### src/hdl/assert_macros.svh
// assertion macros used by the top-level rtl file
`ifndef ASSERT_MACROS_SVH
`define ASSERT_MACROS_SVH

`ifndef SYNTHESIS

// property holds at every clock edge outside reset
`define CHK_ALWAYS(label, clk, rst, prop) \
   label: assert property (@(posedge clk) disable iff (rst) (prop)) \
      else $error("check failed: always");

// antecedent in one cycle implies consequent in the next
`define CHK_NEXT(label, clk, rst, ante, cons) \
   label: assert property (@(posedge clk) disable iff (rst) (ante) |=> (cons)) \
      else $error("check failed: next cycle");

`else

`define CHK_ALWAYS(label, clk, rst, prop)
`define CHK_NEXT(label, clk, rst, ante, cons)

`endif

`endif

### src/hdl/u8sv_pkg.sv
// shared types, constants and helpers of the utf-8 stream validator
package u8sv_pkg;

   // width of the byte counters
   localparam int OFFSET_BITS = 32;
   localparam int RESULT_OFFSET_BITS = 32;
   localparam int CODE_BITS = 21;

   // sequence length classes
   localparam logic [1:0] CLASS_TWO   = 2'd0;
   localparam logic [1:0] CLASS_THREE = 2'd1;
   localparam logic [1:0] CLASS_FOUR  = 2'd2;

   // code point limits
   localparam logic [CODE_BITS-1:0] MIN_TWO       = 21'h00080;
   localparam logic [CODE_BITS-1:0] MIN_THREE     = 21'h00800;
   localparam logic [CODE_BITS-1:0] MIN_FOUR      = 21'h10000;
   localparam logic [CODE_BITS-1:0] MAX_CODE      = 21'h10FFFF;
   localparam logic [CODE_BITS-1:0] SURROGATE_LO  = 21'h0D800;
   localparam logic [CODE_BITS-1:0] SURROGATE_HI  = 21'h0DFFF;

   // one input word
   typedef struct packed {
      logic       last;
      logic [7:0] data_byte;
   } in_word_type;

   // one result word
   typedef struct packed {
      logic [RESULT_OFFSET_BITS-1:0] error_offset;
      logic                          valid_res;
   } rsp_word_type;

   // state summary seen by the top level
   typedef struct packed {
      logic seq_open;
      logic err_seen;
      logic at_start;
   } step_status_type;

   // smallest legal value for a length class
   function automatic logic [CODE_BITS-1:0] min_value(input logic [1:0] cls);
      logic [CODE_BITS-1:0] v;
      case (cls)
         CLASS_TWO:   v = MIN_TWO;
         CLASS_THREE: v = MIN_THREE;
         default:     v = MIN_FOUR;
      endcase
      return v;
   endfunction

   // overlong, out of range or surrogate
   function automatic logic bad_value(input logic [CODE_BITS-1:0] code,
                                      input logic [1:0] cls);
      return (code < min_value(cls)) || (code > MAX_CODE) ||
             ((code >= SURROGATE_LO) && (code <= SURROGATE_HI));
   endfunction

endpackage

### src/hdl/u8sv_in_reg.sv
// input register stage of the utf-8 stream validator
module u8sv_in_reg (
   input  logic                 clock,
   input  logic                 reset,
   input  logic                 req_tvalid,
   output logic                 req_tready,
   input  logic [7:0]           req_tdata,   // [7:0] data_byte
   input  logic                 req_tlast,
   input  logic                 take,
   output logic                 word_valid,
   output u8sv_pkg::in_word_type word
);

   logic                  valid_ff;
   logic                  valid_in;
   u8sv_pkg::in_word_type word_ff;
   logic                  load;

   // stage is free when empty or drained this cycle
   assign req_tready = !valid_ff || take;
   assign load       = req_tvalid && req_tready;
   assign valid_in   = load ? 1'b1 : (take ? 1'b0 : valid_ff);

   always_ff @(posedge clock) begin
      if (reset) begin
         valid_ff <= 1'b0;
      end else begin
         valid_ff <= valid_in;
      end
   end

   // payload
   always_ff @(posedge clock) begin
      if (load) begin
         word_ff.data_byte <= req_tdata;
         word_ff.last      <= req_tlast;
      end
   end

   assign word_valid = valid_ff;
   assign word       = word_ff;

endmodule

### src/hdl/u8sv_step.sv
// per-byte decode and state update of the utf-8 stream validator
module u8sv_step (
   input  logic                     clock,
   input  logic                     reset,
   input  logic                     advance,
   input  u8sv_pkg::in_word_type    word,
   output u8sv_pkg::rsp_word_type   result,
   output u8sv_pkg::step_status_type status
);

   localparam int OB = u8sv_pkg::OFFSET_BITS;
   localparam int CB = u8sv_pkg::CODE_BITS;

   logic [OB-1:0] byte_pos_ff, byte_pos_in;
   logic [OB-1:0] lead_pos_ff, lead_pos_in;
   logic [1:0]    expect_ff, expect_in;
   logic [CB-1:0] code_ff, code_in;
   logic [1:0]    class_ff, class_in;
   logic          err_ff, err_in;
   logic [OB-1:0] first_off_ff, first_off_in;
   logic          pend_ff, pend_in;
   logic [OB-1:0] pend_off_ff, pend_off_in;
   logic [7:0]    b;
   logic [CB-1:0] code_shift;

   assign b          = word.data_byte;
   assign code_shift = {code_ff[CB-7:0], b[5:0]};

   // decode one byte against the current state
   always_comb begin
      lead_pos_in  = lead_pos_ff;
      expect_in    = expect_ff;
      code_in      = code_ff;
      class_in     = class_ff;
      err_in       = err_ff;
      first_off_in = first_off_ff;
      pend_in      = pend_ff;
      pend_off_in  = pend_off_ff;
      byte_pos_in  = byte_pos_ff + OB'(1);

      if (!err_ff) begin
         if (expect_ff == 2'd0) begin
            // lead byte
            case (b) inside
               [8'h00:8'h7F]: begin
               end
               [8'hC0:8'hDF]: begin
                  lead_pos_in = byte_pos_ff;
                  expect_in   = 2'd1;
                  class_in    = u8sv_pkg::CLASS_TWO;
                  code_in     = CB'(b[4:0]);
                  pend_in     = 1'b0;
               end
               [8'hE0:8'hEF]: begin
                  lead_pos_in = byte_pos_ff;
                  expect_in   = 2'd2;
                  class_in    = u8sv_pkg::CLASS_THREE;
                  code_in     = CB'(b[3:0]);
                  pend_in     = 1'b0;
               end
               [8'hF0:8'hF7]: begin
                  lead_pos_in = byte_pos_ff;
                  expect_in   = 2'd3;
                  class_in    = u8sv_pkg::CLASS_FOUR;
                  code_in     = CB'(b[2:0]);
                  pend_in     = 1'b0;
               end
               default: begin
                  err_in       = 1'b1;
                  first_off_in = byte_pos_ff;
               end
            endcase
         end else begin
            // continuation byte, a bad one waits for the sequence end
            if (!pend_ff) begin
               if (b[7:6] != 2'b10) begin
                  pend_in     = 1'b1;
                  pend_off_in = byte_pos_ff;
               end else begin
                  code_in = code_shift;
               end
            end
            expect_in = expect_ff - 2'd1;
            if (expect_in == 2'd0) begin
               if (pend_in) begin
                  err_in       = 1'b1;
                  first_off_in = pend_off_in;
               end else if (u8sv_pkg::bad_value(code_in, class_ff)) begin
                  err_in       = 1'b1;
                  first_off_in = lead_pos_ff;
               end
               pend_in = 1'b0;
            end
         end
      end

      // text cut short inside a sequence
      if (word.last && !err_in && (expect_in != 2'd0)) begin
         err_in       = 1'b1;
         first_off_in = lead_pos_in;
      end
   end

   // result for a final byte
   always_comb begin
      result.valid_res    = !err_in;
      result.error_offset = err_in ? u8sv_pkg::RESULT_OFFSET_BITS'(first_off_in) : '0;
   end

   // state registers, cleared after the final byte
   always_ff @(posedge clock) begin
      if (reset || (advance && word.last)) begin
         byte_pos_ff  <= '0;
         lead_pos_ff  <= '0;
         expect_ff    <= '0;
         code_ff      <= '0;
         class_ff     <= '0;
         err_ff       <= 1'b0;
         first_off_ff <= '0;
         pend_ff      <= 1'b0;
         pend_off_ff  <= '0;
      end else if (advance) begin
         byte_pos_ff  <= byte_pos_in;
         lead_pos_ff  <= lead_pos_in;
         expect_ff    <= expect_in;
         code_ff      <= code_in;
         class_ff     <= class_in;
         err_ff       <= err_in;
         first_off_ff <= first_off_in;
         pend_ff      <= pend_in;
         pend_off_ff  <= pend_off_in;
      end
   end

   assign status.seq_open = (expect_ff != 2'd0);
   assign status.err_seen = err_ff;
   assign status.at_start = (byte_pos_ff == '0) && (expect_ff == 2'd0) && !err_ff && !pend_ff;

endmodule

### src/hdl/u8sv_out_reg.sv
// result register of the utf-8 stream validator
module u8sv_out_reg (
   input  logic                   clock,
   input  logic                   reset,
   input  logic                   load,
   input  u8sv_pkg::rsp_word_type result,
   output logic                   slot_free,
   output logic                   rsp_tvalid,
   input  logic                   rsp_tready,
   output logic [39:0]            rsp_tdata    // [0] valid_res, [32:1] error_offset, [39:33] zero
);

   logic                   valid_ff;
   logic                   valid_in;
   u8sv_pkg::rsp_word_type result_ff;

   // slot frees as the held word is taken
   assign slot_free = !valid_ff || rsp_tready;
   assign valid_in  = load ? 1'b1 : (rsp_tready ? 1'b0 : valid_ff);

   always_ff @(posedge clock) begin
      if (reset) begin
         valid_ff <= 1'b0;
      end else begin
         valid_ff <= valid_in;
      end
   end

   // payload
   always_ff @(posedge clock) begin
      if (load) begin
         result_ff <= result;
      end
   end

   assign rsp_tvalid = valid_ff;
   assign rsp_tdata  = {7'd0, result_ff};

endmodule

### src/hdl/utf8_stream_validator_top.sv
// utf-8 stream validator: one byte per word in, one verdict per text out
// path: a final byte passes the input register, then the result register, before its result shows on rsp
// throughput: one byte per cycle, set by the combinational decode between the
//   input register and the state registers; stalls only when the result slot is full
// reset: synchronous, active high; clears both stages and the text state
// after each final byte the state returns to offset zero for the next text
`include "assert_macros.svh"

module utf8_stream_validator_top (
   input  logic        clock,
   input  logic        reset,
   input  logic        req_tvalid,
   output logic        req_tready,
   input  logic [7:0]  req_tdata,    // [7:0] data_byte
   input  logic        req_tlast,
   output logic        rsp_tvalid,
   input  logic        rsp_tready,
   output logic [39:0] rsp_tdata     // [0] valid_res, [32:1] error_offset, [39:33] zero
);

   logic                      word_valid;
   u8sv_pkg::in_word_type     word;
   u8sv_pkg::rsp_word_type    result;
   u8sv_pkg::step_status_type status;
   logic                      slot_free;
   logic                      advance;

   // a word moves on unless it is final and the result slot is full
   assign advance = word_valid && (!word.last || slot_free);

   u8sv_in_reg u_in_reg (
      .clock      (clock),
      .reset      (reset),
      .req_tvalid (req_tvalid),
      .req_tready (req_tready),
      .req_tdata  (req_tdata),
      .req_tlast  (req_tlast),
      .take       (advance),
      .word_valid (word_valid),
      .word       (word)
   );

   u8sv_step u_step (
      .clock   (clock),
      .reset   (reset),
      .advance (advance),
      .word    (word),
      .result  (result),
      .status  (status)
   );

   u8sv_out_reg u_out_reg (
      .clock      (clock),
      .reset      (reset),
      .load       (advance && word.last),
      .result     (result),
      .slot_free  (slot_free),
      .rsp_tvalid (rsp_tvalid),
      .rsp_tready (rsp_tready),
      .rsp_tdata  (rsp_tdata)
   );

   // checks
   `CHK_NEXT(a_final_clears_state, clock, reset, advance && word.last, status.at_start)
   `CHK_ALWAYS(a_rsp_from_final, clock, reset, $rose(rsp_tvalid) |-> $past(advance && word.last))
   `CHK_ALWAYS(a_stall_only_when_held, clock, reset, !req_tready |-> (word_valid && !advance))
   `CHK_ALWAYS(a_no_open_after_error, clock, reset, !(status.err_seen && status.seq_open))

endmodule

### config.mk
export PLATFORM = sky130hd
export DESIGN_NAME = utf8_stream_validator_top
export DESIGN_NICKNAME = d
export VERILOG_FILES = /design/src/hdl/u8sv_pkg.sv /design/src/hdl/u8sv_in_reg.sv /design/src/hdl/u8sv_step.sv /design/src/hdl/u8sv_out_reg.sv /design/src/hdl/utf8_stream_validator_top.sv
export VERILOG_INCLUDE_DIRS = /design/src /design/src/hdl
export SDC_FILE = /design/constraint.sdc
export NUM_CORES = 1
export LEC_CHECK = 0
export BUFFER_PORTS_ARGS = -buffer_cell sky130_fd_sc_hd__clkbuf_2
export CAP_MARGIN = 15
export CORE_ASPECT_RATIO = 0.9
export CORE_MARGIN = 2
export CORE_UTILIZATION = 45
export CTS_CLUSTER_DIAMETER = 60
export CTS_CLUSTER_SIZE = 24
export DETAILED_ROUTE_END_ITERATION = 7
export HOLD_SLACK_MARGIN = 0.02
export PLACE_DENSITY = 0.73
export SKIP_LAST_GASP = 1
export SLEW_MARGIN = 20
export SYNTH_ARGS = -nofsm -noshare
export SYNTH_HDL_FRONTEND = slang
export SYNTH_SLANG_ARGS = --single-unit
### constraint.sdc
create_clock -name clock -period 2.6 [get_ports clock]
set_clock_uncertainty 0.1 [all_clocks]
set_input_delay 0.13 -clock clock [delete_from_list [all_inputs] [get_ports clock]]
set_output_delay 0.13 -clock clock [all_outputs]
set_load 0.01 [all_outputs]
* After elaboration in Yosys (flattened, before gate mapping) *
Index checks and enable logic that the tools add are counted.

operators by class
  order comparisons = 12
  add/sub/neg operators = 2
  div/mod/pow operators = 0
  multiplexer cells = 65
  bitwise gates (word level) = 3
  shift-type cells = 0
  multipliers = 0
  reduce and logical (&&, ||, !) cells = 31
  equality and inequality tests = 4

operators with widths
  operator               number
  $mux 32                18
  $mux 21                13
  $pmux 17 s2            1
  $add 32x1->32 const B  1
  $ge 8x8->1 const B     3
  $le 8x8->1 const B     3
  $mux 1                 24
  $ge 21x16->1 const B   1
  $gt 21x21->1 const B   1
  $le 21x16->1 const B   1
  $lt 21x21->1           1
  $mux 2                 9
  $logic_and 1x1->1      10
  $ge 8x1->1 const B     1
  $le 8x7->1 const B     1
  $logic_not 2->1        3
  $logic_or 1x1->1       6
  $reduce_bool 2->1      3
  $logic_not 1->1        5
  $reduce_and 5->1       1
  $ne 2x2->1 const B     2
  $ne 4x4->1 const B     1
  $reduce_and 4->1       1
  $not 1->1              3
  4 further kinds        4

word-level totals
  memories kept = 0
  latch bits = 0
  logic and storage cells = 132
  output and inout port bits = 42
  bits in read-only memories = 0
  memory bits (writable) = 0
  bits in registers = 199
  input port bits = 13

* Depth between registers and ports, before layout *
  depth after elaboration = 22
  mapped depth = 13
  depth with buffers taken out = 10

* Hierarchy *
From an unflattened synthesis, not the netlist that was laid out.

second synthesis, totals
  cell total of the unflattened synthesis = 1243
  area, all modules = 10460.0 µm²

modules (own cells, without submodules)
  module                     cells an instance  sequential area each (µm²)  area each (µm²)  instances
  u8sv_step                  1181               3103.0                      9022.4           1
  u8sv_out_reg               45                 1011.0                      1093.5           1
  u8sv_in_reg                14                 290.3                       325.3            1
  utf8_stream_validator_top  3                  0.0                         18.8             1

* Worst setup path after synthesis *
OpenSTA, ideal clock, no wires.

  path kind = flip-flop to flip-flop
  from = register u_in_reg.word_ff, in the netlist u_in_reg.word[6]
  to = register u_out_reg.result_ff, in the netlist u_out_reg.rsp_tdata[16], data pin
  cell stages (with the launch flop) = 12
  data arrival time = 2.462 ns
  clock period less this slack = 2.836 ns
  data required time = 2.226 ns
  buffers on the path = 2
  slack = -0.236 ns
  library setup time = 0.274 ns
  cells stage by stage = edfxtp_1 -> or3b_1 -> buf_2 -> nand2_1 -> o21ai_0 -> ha_1 -> or2_2 -> nor3b_1 -> a21bo_2 -> buf_6 -> o221ai_2 -> a22oi_2

between the ends
  word-level cells in the longest chain between the ends = 17
  elaborated cells between the ends (all ways) = 66
  classes of those cells = order compare: 12; eq/ne: 1; mux: 42; reduce/logical: 11

RTL lines
  what                                                          RTL line                        source
  start: declaration                                            u8sv_in_reg.sv:16               u8sv_pkg::in_word_type word_ff;
  $ne 2x2->1                                                    u8sv_step.sv:76                 if (b[7:6] != 2'b10) begin
  $mux 21                                                       u8sv_step.sv:76
  $mux 21                                                       u8sv_step.sv:75                 if (!pend_ff) begin
  $mux 21                                                       u8sv_step.sv:42                 if (expect_ff == 2'd0) begin
  $mux 21                                                       u8sv_step.sv:41                 if (!err_ff) begin
  $lt 21x21->1 (tied with other cells)                          u8sv_pkg.sv:55                  return (code < min_value(cls)) || (code > MAX_CODE) ||
  $logic_or 1x1->1 / $logic_and 1x1->1 (equally long branches)  u8sv_pkg.sv:55, u8sv_pkg.sv:56
  $logic_or 1x1->1                                              u8sv_pkg.sv:55
  $mux 1                                                        u8sv_step.sv:88                 end else if (u8sv_pkg::bad_value(code_in, class_ff)) begin
  $mux 1                                                        u8sv_step.sv:85                 if (pend_in) begin
  $mux 1                                                        u8sv_step.sv:84                 if (expect_in == 2'd0) begin
  $mux 1                                                        u8sv_step.sv:42
  $mux 1                                                        u8sv_step.sv:41
  $logic_not 1->1                                               u8sv_step.sv:98                 if (word.last && !err_in && (expect_in != 2'd0)) begin
  $logic_and 1x1->1 (2 in a row)                                u8sv_step.sv:98
  $mux 32 / $mux 1 (equally long branches)                      u8sv_step.sv:98
  end signal: assignment                                        u8sv_out_reg.sv:32              result_ff <= result;
  end: declaration                                              u8sv_out_reg.sv:15              u8sv_pkg::rsp_word_type result_ff;

Parallel ways exist; a longest one is shown, timed or not. The select of a mux whose other input is x is not followed.
A chain may end at the register's enable or synchronous reset.

* Final worst setup path *
  from = register u_in_reg.word_ff, in the netlist u_in_reg.word[6]
  to = register u_out_reg.result_ff, in the netlist u_out_reg.rsp_tdata[18], data pin

Same word-level chain as after synthesis.

==> parameters.txt <==
Parameter                              Value

Run status
  Status ... finished with violations
  Failing checks ... setup timing

Pwr
  Switching share of power ... 0.263
  Portion of total power attributed to sequential cells ... 0.506
  Net switching power figure ... 1710 µW
  Clock network power share ... 0.398
  Combinational Power Share ... 0.097
  Internal power ... 4780 µW
  Power per cell area ... 553 nW/µm²
  Largest voltage drop on the vdd net ... 429 µV
  Leak ... 0.00389 µW

Clock tree
  Num Clock Sinks ... 199
  Largest buffer count on any clock path ... 2
  Clock edge transition at the registers on the reported setup and hold paths ... 0.07 ns
  Root Buffer ... sky130_fd_sc_hd__clkbuf_16
  Source-to-sink clock delay at the later pin of the worst-skew pair ... 0.44 ns
  Htree depth ... 4
  CTS Buf Count ... 17
  TritonCTS clock tree ... yes

Global routing
  Number of antenna violations at the first check in global routing ... 0
  Via count of the first global-routing pass ... 8333
  GR met3 Demand/Resource ... 0.0442
  Largest net degree at the start of global routing ... 53
  Fraction of met2 tracks used by global routing ... 0.410
  Met1 Resource Use GR ... 0.321
  Total GRT Usage ... 0.249
  Wire length of the first global-routing pass ... 44200 µm
  Most heavily used metal layer in global routing ... met2
  Congestion Overflow GR ... 0

Synthesis
  Yosys top cell area share ... 0.328
  Post-synth EDFFs ... 42
  Most area-hungry cell type in the Yosys netlist ... sky130_fd_sc_hd__dfxtp_1
  Post-Synthesis Cell Area ... 9580 µm²
  Most common cell in the netlist ... sky130_fd_sc_hd__dfxtp_1
  Synth cell count leaders ... sky130_fd_sc_hd__dfxtp_1 (157), sky130_fd_sc_hd__nand2_1 (156), sky130_fd_sc_hd__nor2_1 (131)
  Top FF cell, synth ... sky130_fd_sc_hd__dfxtp_1
  Synthesis Warnings ... 0
  Average cell area after synthesis ... 9.05 µm²
  Gate Count Post-Synth ... 1058
  Number of unique standard cell types used by synthesis ... 60
  Post-synth ARST share ... 0
  Post-synthesis register bit count ... 199
  Fraction of the yosys area taken by sequential cells ... 0.460
  Top area cells in the synthesized netlist ... sky130_fd_sc_hd__dfxtp_1 (33%), sky130_fd_sc_hd__edfxtp_1 (13%), sky130_fd_sc_hd__nand2_1 (6.1%)

Placed design
  Routability-driven placement congestion ratio ... 0.846
  PortBufs ... 47
  Placement Setup Slack ... -0.380 ns
  Sum of net half-perimeters after detailed placement ... 15800 µm

Timing
  Number of max-slew violations in the final report ... 0
  F_max ... 352 MHz
  Setup tns final ... -10.06 ns
  Unrepaired setup endpoints after global routing ... yes
  Slew of the pin with the lowest slew margin ... 0.951 ns
  Final setup violation count ... 66
  Tightest slew margin relative to the limit ... 0.365
  Hold Vio Cnt, Final ... 0
  Final Worst Setup Slack ... -0.240 ns
  Part of the cycle the worst path needs ... 1.09
  Final period demand of the worst path ... 2.84 ns

Detailed routing
  Total routed wirelength ... 27700 µm
  Residual DRC count ... 0
  Initial DRC count ... 1142
  ANT nets after route ... 0
  First-pass iteration count of the detailed router ... 7
  Via count ... 8789
  Detail-routed net length per standard cell ... 19.6 µm
  Ratio of routed vias to standard cells ... 6.24

Floorplan
  Floorplan core area ... 20800 µm²
  Die Outline Area ... 22500 µm²
  Top-level I/O count ... 55
  Starting utilization of the core area ... 0.460
  Overall die height ... 142 µm
  Horizontal die dimension ... 158 µm
  Placement row count ... 50

Worst setup path
  Type of destination of the critical path ... flip-flop
  Required time worst endpoint ... 2.68 ns
  Series of cell instances along the critical path ... or3b_4 -> nand2_2 -> nand2_2 -> ha_4 -> o21ai_2 -> nand2_1 -> a221o_1 -> a21bo_4 -> clkbuf_16 -> o221ai_4 -> a22oi_2
  CP startpoint ... u_in_reg.word[6]
  Type of the worst setup path ... reg2reg
  Crit-path max cell delay ... 0.43 ns
  Buffers & Inverters on Critical Path ... 1
  Critical-path top delay cell ... sky130_fd_sc_hd__or3b_4
  Top Family by Delay on Critical Path ... compound AO/OA/AOI/OAI gates
  Register-to-register setup slack ... -0.24 ns
  Startpoint of the most critical register-to-register path ... u_in_reg.word[6]
  Cell occurring most often along the worst timing path ... sky130_fd_sc_hd__nand2_2
  Worst-path maximum fanout ... 8
  Worst path arrival time ... 2.92 ns
  Critical path startpoint category ... flip-flop

Finish
  Final net count ... 1126
  Proportion of layout cells with a drive suffix above 1 ... 0.221
  Antenna fix cells ... 0
  Layout fillers ... 1744
  Area added between synthesis and finish ... 22.4%

Flow run
  Number of max-capacitance violations reported ... 0

Worst hold path
  Startpoint of the worst hold path ... req_tvalid
  Worst min-delay path category ... in2reg
-- sequential cells by signal (all words and copies together), names as in the netlist, 2 cells and up --
register and cells:
u_step.pend_off_ff 32, u_step.first_off_ff 32, u_step.lead_pos_ff 32, u_step.code_ff 21
u_out_reg.rsp_tdata 33, u_step.expect_ff 2, u_in_reg.word 9, u_step.byte_pos_ff 32
u_step.class_ff 2
-- cells in the final DEF (no fill, tap or decap), drive strengths merged, types with 3 or more instances in the layout --
master / n
dfxtp: 157
nand2: 156
nor2: 131
a21oi: 77
clkbuf: 68
buf: 68
o221ai: 64
a22oi: 48
o21ai: 44
edfxtp: 42
nor3: 41
a31oi: 33
a222oi: 32
xor2: 16
inv: 16
nand3: 13
xnor2: 13
dlygate4sd3: 12
nand4: 10
conb: 7
and2: 7
nor4: 7
clkinv: 7
and3: 6
mux2i: 5
or2: 5
a211oi: 4
or3: 3
nor2b: 3
ha: 3
-- path summary, 6_finish.rpt --
kind | cells past startpoint | end
max | 11 | u_out_reg.rsp_tdata[18]
min | 2 | u_in_reg.word[1]
max reg2reg | 11 | u_out_reg.rsp_tdata[18]
min reg2reg | 2 | u_step.pend_off_ff[10]
-- logic make-up (layout without fill, tap and decap cells) --
family	after synthesis	in the layout	synth area share
AO/OA/AOI/OAI	312	312	0.264
XOR/XNOR	29	29	0.0265
adder cells (fa/ha/maj)	3	3	0.00392
buffers and inverters	115	174	0.0581
flip-flops	199	199	0.460
multiplexers	6	6	0.00640
other	1	7	0.000392
AND/OR/NAND/NOR	393	393	0.181
-- worst reg2reg max path: cells and delay by family (launching register included) --
family,cells,cell delay [ns]
buf+inv,1,0.22
compound gates,5,1.01
simple gates,4,0.66
flops,1,0.39
fa+ha+maj,1,0.22
-- routing by layer --
layer / part of all wire / vias up
met5: 0 / -
met4: 0.027 / 0
met3: 0.091 / 83
met2: 0.48 / 480
met1: 0.40 / 4208
li1: - / 4018
-- area by class of cell --
type                    instances  area [µm²]  share of cell area
multi-input cells             750        5120               0.436
clock buffers                  20         479              0.0409
repair buffers                130        1240               0.106
inverters                      12        45.0             0.00384
well taps                     286         358              0.0305
flip-flops and latches        199        4400               0.376
clock inverters                12        86.3             0.00736
-- timing repair --
item                                   4_1_cts  5_1_grt
pin swaps                                   22       23
setup endpoints to repair                   66       66
resized for setup                           53       18
hold buffers                                12        0
gates cloned                                 3        1
endpoints found under the hold margin       11        0
setup buffers                                9        1
-- power by group through the flow --
stage / Sequential, µW / Combinational, µW / Clock (µW)
finish: 3280 / 628 / 2580
global route: 3280 / 664 / 2710
CTS: 3270 / 596 / 2590
detailed placement: 3340 / 522 / 0
global placement: 3330 / 512 / 0
floorplan: 3330 / 341 / 0
-- stage by stage --
step | util | instance area (µm²) | hold WS (ns) | std cells | power [µW]
floorplan | - | 9610 | 0.0991 | 1064 | 3670
global placement | 0.495 | 10300 | 0.207 | 1351 | 3850
detailed placement | 0.495 | 10300 | 0.209 | 1351 | 3860
CTS | 0.555 | 11600 | 0.165 | 1407 | 6460
global route | 0.563 | 11700 | 0.191 | 1409 | 6660
finish | 0.563 | 11700 | 0.172 | 1409 | 6480
(Power assumes the default switching activity.)
